==> src/rtl/plb_pkg.sv <==
// ----------------------------------------------------------------------------
// plb_pkg
// Shared widths, types and register indexes for the polyline length block.
// ----------------------------------------------------------------------------
package plb_pkg;

    localparam int FRACTION_BITS = 4;

    localparam int COORD_W  = 16;
    localparam int LEN_W    = 32;
    localparam int BOUND_W  = 21;
    localparam int MAG_W    = COORD_W;                       // |a - b| of two coordinates
    localparam int SQS_W    = 2 * MAG_W + 1;                 // dx^2 + dy^2
    localparam int RAD_IN_W = SQS_W + 2 * FRACTION_BITS;     // scaled radicand
    localparam int ROOT_W   = (RAD_IN_W + 1) / 2;
    localparam int RAD_W    = 2 * ROOT_W;
    localparam int CNT_W    = $clog2(ROOT_W + 1);

    localparam int CFG_IDX_W = 3;

    localparam logic [CFG_IDX_W-1:0] CFG_USE_REF   = 3'd0;
    localparam logic [CFG_IDX_W-1:0] CFG_REF_MIN_X = 3'd1;
    localparam logic [CFG_IDX_W-1:0] CFG_REF_MIN_Y = 3'd2;
    localparam logic [CFG_IDX_W-1:0] CFG_REF_MAX_X = 3'd3;
    localparam logic [CFG_IDX_W-1:0] CFG_REF_MAX_Y = 3'd4;

    typedef logic signed [COORD_W-1:0] t_coord;
    typedef logic        [MAG_W-1:0]   t_mag;
    typedef logic        [ROOT_W-1:0]  t_root;
    typedef logic        [LEN_W-1:0]   t_len;

    // absolute difference of two signed coordinates
    function automatic t_mag abs_diff(input t_coord a, input t_coord b);
        logic signed [COORD_W:0] d;
        logic        [COORD_W:0] m;
        begin
            d = {a[COORD_W-1], a} - {b[COORD_W-1], b};
            m = d[COORD_W] ? (~d + 1'b1) : d;
            return m[MAG_W-1:0];
        end
    endfunction

endpackage

==> src/rtl/plb_if.sv <==
// ----------------------------------------------------------------------------
// plb interfaces
// Point, result and configuration channels with valid/ready handshakes.
// ----------------------------------------------------------------------------
interface plb_pt_if;
    import plb_pkg::*;
    logic   valid;
    logic   ready;
    logic   start_req;
    t_coord px;
    t_coord py;
    modport source (output valid, output start_req, output px, output py, input ready);
    modport sink   (input valid, input start_req, input px, input py, output ready);
endinterface

interface plb_res_if;
    import plb_pkg::*;
    logic                 valid;
    logic                 ready;
    t_len                 length_so_far;
    logic                 length_saturated;
    t_coord               box_min_x;
    t_coord               box_min_y;
    t_coord               box_max_x;
    t_coord               box_max_y;
    logic [BOUND_W-1:0]   distance_bound;
    modport source (output valid, output length_so_far, output length_saturated,
                    output box_min_x, output box_min_y, output box_max_x,
                    output box_max_y, output distance_bound, input ready);
    modport sink   (input valid, input length_so_far, input length_saturated,
                    input box_min_x, input box_min_y, input box_max_x,
                    input box_max_y, input distance_bound, output ready);
endinterface

interface plb_cfg_if;
    import plb_pkg::*;
    logic                 valid;
    logic                 ready;
    logic [CFG_IDX_W-1:0] index;
    logic [COORD_W-1:0]   data;
    modport source (output valid, output index, output data, input ready);
    modport sink   (input valid, input index, input data, output ready);
endinterface

==> src/rtl/plb_sqrt.sv <==
// ----------------------------------------------------------------------------
// plb_sqrt
// Restoring integer square root, one result bit per cycle (floor).
// ----------------------------------------------------------------------------
module plb_sqrt (
    input  logic                    i_clk,
    input  logic                    i_rst_n,
    input  logic                    i_start,
    input  logic [plb_pkg::RAD_IN_W-1:0] i_rad,
    output logic                    o_done,
    output plb_pkg::t_root          o_root
);
    import plb_pkg::*;

    logic [RAD_W-1:0]  r_rad;
    logic [ROOT_W+1:0] r_rem;
    t_root             r_root;
    logic [CNT_W-1:0]  r_cnt;
    logic              r_busy;
    logic              r_done;

    logic [ROOT_W+1:0] w_rem_sh;
    logic [ROOT_W+1:0] w_trial;
    logic              w_fit;

    // bring down the next two radicand bits and try a one
    assign w_rem_sh = {r_rem[ROOT_W-1:0], r_rad[RAD_W-1 -: 2]};
    assign w_trial  = {r_root, 2'b01};
    assign w_fit    = (w_rem_sh >= w_trial);

    always_ff @(posedge i_clk) begin
        if (!i_rst_n) begin
            r_busy <= 1'b0;
            r_done <= 1'b0;
            r_cnt  <= '0;
            r_rad  <= '0;
            r_rem  <= '0;
            r_root <= '0;
        end else begin
            r_done <= 1'b0;
            if (i_start) begin
                r_busy <= 1'b1;
                r_cnt  <= '0;
                r_rad  <= RAD_W'(i_rad);
                r_rem  <= '0;
                r_root <= '0;
            end else if (r_busy) begin
                r_rad  <= r_rad << 2;
                r_rem  <= w_fit ? (w_rem_sh - w_trial) : w_rem_sh;
                r_root <= {r_root[ROOT_W-2:0], w_fit};
                r_cnt  <= r_cnt + 1'b1;
                if (r_cnt == CNT_W'(ROOT_W - 1)) begin
                    r_busy <= 1'b0;
                    r_done <= 1'b1;
                end
            end
        end
    end

    assign o_done = r_done;
    assign o_root = r_root;

endmodule

==> src/rtl/polyline_length_and_bounds.sv <==
// ----------------------------------------------------------------------------
// polyline_length_and_bounds
// Running arc length, bounding box and diagonal bound of a polyline.
// ----------------------------------------------------------------------------
// Points arrive on i_pt (start_req, px, py); one result per point leaves on
// o_res. Reference box registers are written over i_cfg (index 0 enables the
// reference, 1..4 give its min x/y and max x/y); writes are always accepted
// and must happen while no point is in flight.
// A point is taken only when the sequencer is idle. Both square roots (segment
// length, then box diagonal) run on one bit-per-cycle root unit. Each pass
// squares both magnitudes in turn on a shared 16x16 squarer (S_SQA, S_SQB),
// launches the root (S_START) and waits in S_WAIT for its 21 root steps.
// A point that starts a curve skips the segment root and runs only the
// diagonal pass; any other point runs both passes. The sequencer returns to
// idle once the result is loaded into the output register. A stalled result
// holds; the next point is still taken while it waits, and the following
// result waits behind it in S_DONE, delaying that point.
// Reset clears the configuration, the running length, the box and the record
// of earlier points, so the first point after reset opens a curve.
// ----------------------------------------------------------------------------
module polyline_length_and_bounds (
    input  logic i_clk,
    input  logic i_rst_n,
    plb_pt_if.sink    i_pt,
    plb_cfg_if.sink   i_cfg,
    plb_res_if.source o_res
);
    import plb_pkg::*;

    localparam logic [2:0] S_IDLE  = 3'd0;
    localparam logic [2:0] S_SQA   = 3'd1;
    localparam logic [2:0] S_SQB   = 3'd2;
    localparam logic [2:0] S_START = 3'd3;
    localparam logic [2:0] S_WAIT  = 3'd4;
    localparam logic [2:0] S_PREP  = 3'd5;
    localparam logic [2:0] S_DONE  = 3'd6;

    logic [2:0] r_state;
    logic       r_phase;          // 0: segment length, 1: box diagonal

    // configuration
    logic   r_use_ref;
    t_coord r_ref_min_x, r_ref_min_y, r_ref_max_x, r_ref_max_y;

    // curve state
    t_len   r_len;
    logic   r_clip;
    logic   r_has_point;
    t_coord r_last_x, r_last_y;
    t_coord r_low_x, r_low_y, r_high_x, r_high_y;

    // arithmetic
    t_mag             r_ma, r_mb;
    logic [SQS_W-1:0] r_acc;
    logic [BOUND_W-1:0] r_bound;

    // output register
    logic               r_out_valid;
    t_len               r_out_len;
    logic               r_out_sat;
    t_coord             r_out_min_x, r_out_min_y, r_out_max_x, r_out_max_y;
    logic [BOUND_W-1:0] r_out_bound;

    logic               w_accept;
    logic               w_first;
    logic [2*MAG_W-1:0] w_prod;
    t_mag               w_mul;
    logic               w_sq_start;
    logic               w_sq_done;
    t_root              w_root;
    logic [LEN_W:0]     w_sum;
    logic               w_out_free;
    t_coord             w_mnx, w_mny, w_mxx, w_mxy;

    assign i_pt.ready  = (r_state == S_IDLE);
    assign i_cfg.ready = 1'b1;
    assign w_accept    = i_pt.valid && i_pt.ready;
    assign w_first     = i_pt.start_req || !r_has_point;
    assign w_out_free  = !r_out_valid || o_res.ready;

    // one squarer, fed by each magnitude in turn
    assign w_mul  = (r_state == S_SQA) ? r_ma : r_mb;
    assign w_prod = w_mul * w_mul;

    assign w_sum  = {1'b0, r_len} + (LEN_W + 1)'(w_root);

    // merge the reference box into the current one when enabled
    always_comb begin
        w_mnx = r_low_x;
        w_mny = r_low_y;
        w_mxx = r_high_x;
        w_mxy = r_high_y;
        if (r_use_ref) begin
            if (r_ref_min_x < w_mnx) w_mnx = r_ref_min_x;
            if (r_ref_min_y < w_mny) w_mny = r_ref_min_y;
            if (r_ref_max_x > w_mxx) w_mxx = r_ref_max_x;
            if (r_ref_max_y > w_mxy) w_mxy = r_ref_max_y;
        end
    end

    assign w_sq_start = (r_state == S_START);

    plb_sqrt u_sqrt (
        .i_clk   (i_clk),
        .i_rst_n (i_rst_n),
        .i_start (w_sq_start),
        .i_rad   (RAD_IN_W'(r_acc) << (2 * FRACTION_BITS)),
        .o_done  (w_sq_done),
        .o_root  (w_root)
    );

    // configuration writes
    always_ff @(posedge i_clk) begin
        if (!i_rst_n) begin
            r_use_ref   <= 1'b0;
            r_ref_min_x <= '0;
            r_ref_min_y <= '0;
            r_ref_max_x <= '0;
            r_ref_max_y <= '0;
        end else if (i_cfg.valid) begin
            case (i_cfg.index)
                CFG_USE_REF:   r_use_ref   <= i_cfg.data[0];
                CFG_REF_MIN_X: r_ref_min_x <= i_cfg.data;
                CFG_REF_MIN_Y: r_ref_min_y <= i_cfg.data;
                CFG_REF_MAX_X: r_ref_max_x <= i_cfg.data;
                CFG_REF_MAX_Y: r_ref_max_y <= i_cfg.data;
                default: ;
            endcase
        end
    end

    // sequencer and curve state
    always_ff @(posedge i_clk) begin
        if (!i_rst_n) begin
            r_state     <= S_IDLE;
            r_phase     <= 1'b0;
            r_len       <= '0;
            r_clip      <= 1'b0;
            r_has_point <= 1'b0;
            r_last_x    <= '0;
            r_last_y    <= '0;
            r_low_x     <= '0;
            r_low_y     <= '0;
            r_high_x    <= '0;
            r_high_y    <= '0;
            r_ma        <= '0;
            r_mb        <= '0;
            r_acc       <= '0;
            r_bound     <= '0;
        end else begin
            case (r_state)
                S_IDLE: begin
                    if (w_accept) begin
                        r_last_x    <= i_pt.px;
                        r_last_y    <= i_pt.py;
                        r_has_point <= 1'b1;
                        r_ma        <= abs_diff(i_pt.px, r_last_x);
                        r_mb        <= abs_diff(i_pt.py, r_last_y);
                        if (w_first) begin
                            r_len    <= '0;
                            r_clip   <= 1'b0;
                            r_low_x  <= i_pt.px;
                            r_high_x <= i_pt.px;
                            r_low_y  <= i_pt.py;
                            r_high_y <= i_pt.py;
                            r_state  <= S_PREP;
                        end else begin
                            if (i_pt.px < r_low_x)  r_low_x  <= i_pt.px;
                            if (i_pt.px > r_high_x) r_high_x <= i_pt.px;
                            if (i_pt.py < r_low_y)  r_low_y  <= i_pt.py;
                            if (i_pt.py > r_high_y) r_high_y <= i_pt.py;
                            r_phase <= 1'b0;
                            r_state <= S_SQA;
                        end
                    end
                end
                S_SQA: begin
                    r_acc   <= SQS_W'(w_prod);
                    r_state <= S_SQB;
                end
                S_SQB: begin
                    r_acc   <= r_acc + SQS_W'(w_prod);
                    r_state <= S_START;
                end
                S_START: begin
                    r_state <= S_WAIT;
                end
                S_WAIT: begin
                    if (w_sq_done) begin
                        if (!r_phase) begin
                            // saturate the running length
                            if (w_sum[LEN_W]) begin
                                r_len  <= '1;
                                r_clip <= 1'b1;
                            end else begin
                                r_len <= w_sum[LEN_W-1:0];
                            end
                            r_state <= S_PREP;
                        end else begin
                            r_bound <= BOUND_W'(w_root);
                            r_state <= S_DONE;
                        end
                    end
                end
                S_PREP: begin
                    r_ma    <= abs_diff(w_mxx, w_mnx);
                    r_mb    <= abs_diff(w_mxy, w_mny);
                    r_phase <= 1'b1;
                    r_state <= S_SQA;
                end
                S_DONE: begin
                    if (w_out_free) r_state <= S_IDLE;
                end
                default: r_state <= S_IDLE;
            endcase
        end
    end

    // output register: load when it is empty or its result is being transferred
    always_ff @(posedge i_clk) begin
        if (!i_rst_n) begin
            r_out_valid <= 1'b0;
        end else if (r_state == S_DONE && w_out_free) begin
            r_out_valid <= 1'b1;
        end else if (o_res.ready) begin
            r_out_valid <= 1'b0;
        end
    end

    always_ff @(posedge i_clk) begin
        if (r_state == S_DONE && w_out_free) begin
            r_out_len   <= r_len;
            r_out_sat   <= r_clip;
            r_out_min_x <= r_low_x;
            r_out_min_y <= r_low_y;
            r_out_max_x <= r_high_x;
            r_out_max_y <= r_high_y;
            r_out_bound <= r_bound;
        end
    end

    assign o_res.valid            = r_out_valid;
    assign o_res.length_so_far    = r_out_len;
    assign o_res.length_saturated = r_out_sat;
    assign o_res.box_min_x        = r_out_min_x;
    assign o_res.box_min_y        = r_out_min_y;
    assign o_res.box_max_x        = r_out_max_x;
    assign o_res.box_max_y        = r_out_max_y;
    assign o_res.distance_bound   = r_out_bound;

endmodule

==> src/flat_wrapper.sv <==
// flat-port wrapper written by rule: the top's interface ports become plain ports
module polyline_length_and_bounds_flat import plb_pkg::*;
  (i_clk, i_rst_n, i_pt_valid, i_pt_start_req, i_pt_px, i_pt_py, i_pt_ready, i_cfg_valid, i_cfg_index, i_cfg_data, i_cfg_ready, o_res_valid, o_res_length_so_far, o_res_length_saturated, o_res_box_min_x, o_res_box_min_y, o_res_box_max_x, o_res_box_max_y, o_res_distance_bound, o_res_ready);
  plb_pt_if i_pt_i ();
  plb_cfg_if i_cfg_i ();
  plb_res_if o_res_i ();
  input  logic i_clk;
  input  logic i_rst_n;
  input wire logic [$bits(i_pt_i.valid)-1:0] i_pt_valid;
  input wire logic [$bits(i_pt_i.start_req)-1:0] i_pt_start_req;
  input wire logic [$bits(i_pt_i.px)-1:0] i_pt_px;
  input wire logic [$bits(i_pt_i.py)-1:0] i_pt_py;
  output wire logic [$bits(i_pt_i.ready)-1:0] i_pt_ready;
  input wire logic [$bits(i_cfg_i.valid)-1:0] i_cfg_valid;
  input wire logic [$bits(i_cfg_i.index)-1:0] i_cfg_index;
  input wire logic [$bits(i_cfg_i.data)-1:0] i_cfg_data;
  output wire logic [$bits(i_cfg_i.ready)-1:0] i_cfg_ready;
  output wire logic [$bits(o_res_i.valid)-1:0] o_res_valid;
  output wire logic [$bits(o_res_i.length_so_far)-1:0] o_res_length_so_far;
  output wire logic [$bits(o_res_i.length_saturated)-1:0] o_res_length_saturated;
  output wire logic [$bits(o_res_i.box_min_x)-1:0] o_res_box_min_x;
  output wire logic [$bits(o_res_i.box_min_y)-1:0] o_res_box_min_y;
  output wire logic [$bits(o_res_i.box_max_x)-1:0] o_res_box_max_x;
  output wire logic [$bits(o_res_i.box_max_y)-1:0] o_res_box_max_y;
  output wire logic [$bits(o_res_i.distance_bound)-1:0] o_res_distance_bound;
  input wire logic [$bits(o_res_i.ready)-1:0] o_res_ready;
  assign i_pt_i.valid = i_pt_valid;
  assign i_pt_i.start_req = i_pt_start_req;
  assign i_pt_i.px = i_pt_px;
  assign i_pt_i.py = i_pt_py;
  assign i_pt_ready = i_pt_i.ready;
  assign i_cfg_i.valid = i_cfg_valid;
  assign i_cfg_i.index = i_cfg_index;
  assign i_cfg_i.data = i_cfg_data;
  assign i_cfg_ready = i_cfg_i.ready;
  assign o_res_valid = o_res_i.valid;
  assign o_res_length_so_far = o_res_i.length_so_far;
  assign o_res_length_saturated = o_res_i.length_saturated;
  assign o_res_box_min_x = o_res_i.box_min_x;
  assign o_res_box_min_y = o_res_i.box_min_y;
  assign o_res_box_max_x = o_res_i.box_max_x;
  assign o_res_box_max_y = o_res_i.box_max_y;
  assign o_res_distance_bound = o_res_i.distance_bound;
  assign o_res_i.ready = o_res_ready;
  polyline_length_and_bounds u_core (.i_clk(i_clk), .i_rst_n(i_rst_n), .i_pt(i_pt_i), .i_cfg(i_cfg_i), .o_res(o_res_i));
endmodule
==> config.mk <==
export PLATFORM = sky130hd
export DESIGN_NAME = polyline_length_and_bounds_flat
export DESIGN_NICKNAME = d
export VERILOG_FILES = /design/src/rtl/plb_pkg.sv /design/src/rtl/plb_if.sv /design/src/rtl/plb_sqrt.sv /design/src/rtl/polyline_length_and_bounds.sv /design/src/flat_wrapper.sv
export SDC_FILE = /design/constraint.sdc
export NUM_CORES = 2
export LEC_CHECK = 0
export ABC_AREA = 1
export BUFFER_PORTS_ARGS = -buffer_cell sky130_fd_sc_hd__buf_2
export CAP_MARGIN = 20
export CORE_UTILIZATION = 55
export DETAILED_ROUTE_END_ITERATION = 8
export PLACE_DENSITY = 0.73
export SKIP_LAST_GASP = 1
export SLEW_MARGIN = 20
export SYNTH_ARGS = -nofsm -noshare
export SYNTH_HDL_FRONTEND = slang
export SYNTH_SLANG_ARGS = --single-unit
==> constraint.sdc <==
create_clock -name i_clk -period 11.28 [get_ports i_clk]
set_clock_uncertainty 0.2 [all_clocks]
set_input_delay 1.128 -clock i_clk [delete_from_list [all_inputs] [get_ports i_clk]]
set_output_delay 1.128 -clock i_clk [all_outputs]
set_load 0.02 [all_outputs]
# == After elaboration in Yosys (flattened, before gate mapping) ==
# Index checks and enable logic that the tools add are counted.
# Widths: inputs -> output; s select.
# word_totals
regBits,487
inputBits,57
word_cells,172
# op_classes
add_sub_neg,12
n_mul,1
order_cmp,9
n_eq_ne,18
mux,56
n_bitwise,6
n_reduce_logical,35
# op_table
cell,count
$mux 16,23
$mux 32,5
$mux 41,2
$sub 16x16->17,4
$pmux 33 s2,1
$add 16x1->16 const B,4
$gt 16x16->1,4
$lt 16x16->1,4
$not 16->16,4
$pmux 16 s2,2
$pmux 32 s2,1
$add 32x21->33,1
$add 33x32->33,1
$mul 16x16->32,1
$ge 23x23->1,1
$mux 21,1
$pmux 3 s7,1
$reduce_and 3->1,7
$sub 21x21->21,1
$reduce_bool 2->1,9
$reduce_and 2->1,7
$mux 1,13
$eq 3x2->1 const B,4
$eq 3x3->1 const B,4
17 further kinds,32

# == Longest topological paths before layout ==
# logic_depth
depth_word,8
depth_mapped,44
mapped_depth_nobuf,43

# == Modules after synthesis ==
# Synthesis repeated with hierarchy kept, for this count alone.
# unflattened
hier_cells,5376
area_unflattened_um2,38952.4
# modules_own_cells
module,n_inst,cells_per_inst,area_per_inst_um2,seq_area_each_um2
polyline_length_and_bounds,1,4640,33797.4,9268.9
plb_sqrt,1,736,5154.9,1821.7

# == Least setup slack after synthesis ==
# OpenSTA, ideal clock, no wires.
# synth_timing
kind,reg-to-reg
from,register u_core.r_state[0]
to,register u_core.r_acc[30]
setup_time_ns,0.109
t_arrival_ns,7.343
required_ns,10.971
path_slack_ns,3.628
stages_incl_launch_ff,42
path_buffers,2
period_less_slack_ns,7.652
path_cell_list,dfxtp_1 inv_1 nor2_2 nand2_2 buf_6 nand2_1 o21ai_1 inv_1 clkbuf_1 nor2_1 fa_1 inv_1 fa_1 inv_1 fa_1 inv_1 fa_1 inv_1 (+6 left out) o21bai_1 a21oi_1 inv_1 nand2_1 nand3_1 xor2_1 inv_1 ha_1 nand2_1 o21ai_0 a21oi_1 nor2_1 a211oi_1 nand3_1 nand3_1 nand3_1 nand2_1 inv_1
# synth_via
elab_chain_cells,5
# synth_rtl
element,line_no,rtl
from (decl),polyline_length_and_bounds.sv:38,logic [2:0] r_state;
from (signal assigned),polyline_length_and_bounds.sv:135,r_state <= S_IDLE;
from (signal assigned),polyline_length_and_bounds.sv:166,r_state <= S_PREP;
from (signal assigned),polyline_length_and_bounds.sv:173,r_state <= S_SQA;
$eq 3x1->1,"polyline_length_and_bounds.sv:82, polyline_length_and_bounds.sv:151",
$mux 16,polyline_length_and_bounds.sv:82,assign w_mul = (r_state == S_SQA) ? r_ma : r_mb;
$mul 16x16->32,polyline_length_and_bounds.sv:83,assign w_prod = w_mul * w_mul;
$add 33x32->33,polyline_length_and_bounds.sv:182,r_acc <= r_acc + SQS_W'(w_prod);
$pmux 33 s2,polyline_length_and_bounds.sv:151,case (r_state)
to (signal assigned),polyline_length_and_bounds.sv:178,r_acc <= SQS_W'(w_prod);
to (signal assigned),polyline_length_and_bounds.sv:182,
to (decl),polyline_length_and_bounds.sv:54,logic [SQS_W-1:0] r_acc;
# Parallel ways exist; a longest one is shown, timed or not.
# A chain may end at the register's enable or synchronous reset.

# == Worst setup path in the final report ==
# Ends and elaborated chain as after synthesis.

==> results.json <==
{
  "fin_crit_sh_pct": 82.0,
  "syn_nets": 6045,
  "yosys.area.top_type_share_pct": 19.1,
  "worstPathRequired_ns": 11.62,
  "clock_latency_ns": 0.63,
  "grt_overflow": 0,
  "cts_resized": 0,
  "outcome": "finished clean",
  "first_iter_violations": 2285,
  "post-place-cells": 6410,
  "stdcell_count": 6515,
  "path_clk_slew_ns": 0.07,
  "layout_common_cells": "nand2_1 (1246), inv_1 (820), a21oi_1 (536)",
  "setup_viol": 0,
  "cts_tree": "built",
  "synth_top_flop_cell": "dfxtp_1",
  "vias": 35300,
  "clock_sinks": 487,
  "synth.distinct_cells": 57,
  "netlist_area_um2": 38700,
  "worst_slack_ns": 2.03,
  "htreeDepth": 2,
  "rows": 96,
  "wl_met1_um": 45800,
  "finalWirelength_um": 104000,
  "setup_tns_ns": 0,
  "cpPeakStageDelay_ns": 0.54,
  "ir_drop_uv": 216,
  "slowest_stage": "fa_1",
  "hold_violations": 0,
  "postCtsSetupRepairBufs": 0,
  "fp.dieH_um": 267,
  "grt_pass1_vias": 33300,
  "period_needed_ns": 9.25,
  "port_buffers": 176,
  "finalWeightedCongestion": 0.943,
  "core_um2": 69200,
  "synth-seq-cells": 487,
  "yosysWarningCount": 0,
  "slew_headroom_pct": 29.9,
  "grt_pass1_wl_um": 169000,
  "wl_met3_um": 5330,
  "grt_max_degree": 177,
  "dp_hpwl_um": 79900,
  "fin_nets": 6130,
  "clockBufferDepth": 3,
  "power.density_nw_per_um2": 277,
  "syn_inst": 5451,
  "arrival_ns": 9.59,
  "pre_cts_ws_ns": 2.20,
  "drive_gt1_share_pct": 6.81,
  "dieArea_um2": 71500,
  "die_w_um": 267,
  "drt-pass1-iter-count": 8,
  "antenna_found_initial": 4,
  "max_slew.worst_pin.slew_ns": 1.05,
  "fin_area_um2": 42100,
  "p_leak_nw": 20.3,
  "cp_common_cell": "inv_1",
  "worstHoldPathType": "flop to flop",
  "clock.fmax_mhz": 108,
  "async_reset_ff_share_pct": 0,
  "power_mw": 11.7,
  "final_common_cell": "nand2_1",
  "ant_nets": 0,
  "vias_per_cell": 5.41,
  "rsz0062_at_grt": "false",
  "startpoint_type": "flop",
  "ys_seq_area_share_pct": 28.2,
  "placed_cell_area_um2": 40300,
  "detail_route.drc_violations": 0,
  "root_buffer": "clkbuf_16",
  "slew_viol_final": 0,
  "cts_buffers": 55,
  "synth.avg_cell_area_um2": 7.11,
  "cts_hold_buf": 0,
  "io_pins": 178,
  "syn_to_final_growth_pct": 8.72,
  "endpoint_kind": "flop",
  "wl_met2_um": 49400,
  "synth_top_area_cell": "dfxtp_1",
  "drv_cap": 0,
  "yosys-top-cells-area": "dfxtp_1 (19%), nand2_1 (12%), ha_1 (12%)",
  "initial_core_util_pct": 56.0,
  "critical_path.max_fanout": 28,
  "avgRoutedWirePerCell_um": 15.9,
  "top_layer": "met5",
  "worstSetupPathType": "flop to flop",
  "grt_use_total_pct": 29.2,
  "synth-edff-count": 118
}
-- synthesized netlist by cell type (8+ instances only) --
master,n
nand2_1,1247
inv_1,821
a21oi_1,536
nor2_1,502
ha_1,372
dfxtp_1,369
nand3_1,335
o21ai_0,322
fa_1,165
edfxtp_1,118
clkbuf_1,114
xor2_1,63
nand4_1,55
nor3_1,47
a31oi_1,45
xnor2_1,42
buf_2,33
nand3b_1,24
o211ai_1,21
o21ai_1,20
nand2_2,16
o21bai_1,15
a21o_1,14
buf_1,14
inv_2,13
o21ai_2,12
and2_1,11
or2_2,11
nor4_1,9
nor2_2,8
-- layout make-up --
cell class / count / area, um^2
fillers: 6489 / 27100
multi-input cells: 3954 / 23900
flip-flops and latches: 487 / 10900
inverters: 835 / 3140
clock buffers: 69 / 1510
well taps: 931 / 1160
repair buffers: 203 / 1100
clock inverters: 34 / 330
diodes: 2 / 5.00
-- kinds of logic after synthesis --
kind of cell             count (synthesis)  share of synthesized area [%]
other                                    1                        0.00968
XOR/XNOR                               107                           2.46
adder cells (fa/ha/maj)                537                           20.5
AO/OA/AOI/OAI                         1028                           14.2
AND/OR/NAND/NOR                       2281                           24.5
buffers and inverters                 1010                           10.0
flip-flops                             487                           28.2
-- stage by stage --
stage	hold slack (ns)	util [%]
2_1_floorplan	0.202	-
3_3_place_gp	0.209	58.2
3_5_place_dp	0.212	58.2
4_1_cts	0.232	60.9
5_1_grt	0.242	60.9
6_report	0.232	60.9
-- power by group --
part | switching (mW) | internal, mW | leakage [nW]
registers | 0.185 | 2.02 | 4.09
logic | 5.04 | 2.61 | 15.3
clock network | 0.784 | 1.03 | 0.886
-- layer usage --
metal	track usage, %	up-vias
li1	-	17900
met1	38.0	16300
met2	50.3	935
met3	3.05	181
met4	9.44	2
met5	0	-
-- worst paths after layout --
path                                    startpoint                         endpoint  slack (ns)  cells past startpoint
worst max-delay path             u_core.r_state[0]                 u_core.r_acc[30]        2.03                     37
worst min register to register  u_core.r_bound[10]  u_core.o_res.distance_bound[10]        0.23                      0
worst min-delay path            u_core.r_bound[10]  u_core.o_res.distance_bound[10]        0.23                      0
worst max register to register   u_core.r_state[0]                 u_core.r_acc[30]        2.03                     37
-- registers in the layout, summed over array words and instances, names as in the netlist, 21 cells and up --
signal / cells
u_core.o_res.distance_bound: 21
u_core.o_res.length_so_far: 32
u_core.r_acc: 33
u_core.r_bound: 21
u_core.r_len: 32
u_core.u_sqrt.o_root: 21
u_core.u_sqrt.r_rad: 34
u_core.u_sqrt.r_rem: 21
-- worst max-delay path: cells and delay by family, from the launching register on --
family	cells	cell delay, ns
xor+xnor	1	0.27
compound gates	6	1.66
fa+ha+maj	8	3.72
simple gates	10	1.48
buf+inv	12	1.41
flops	1	0.37
No activity file was read; power rests on OpenSTA's default activity.
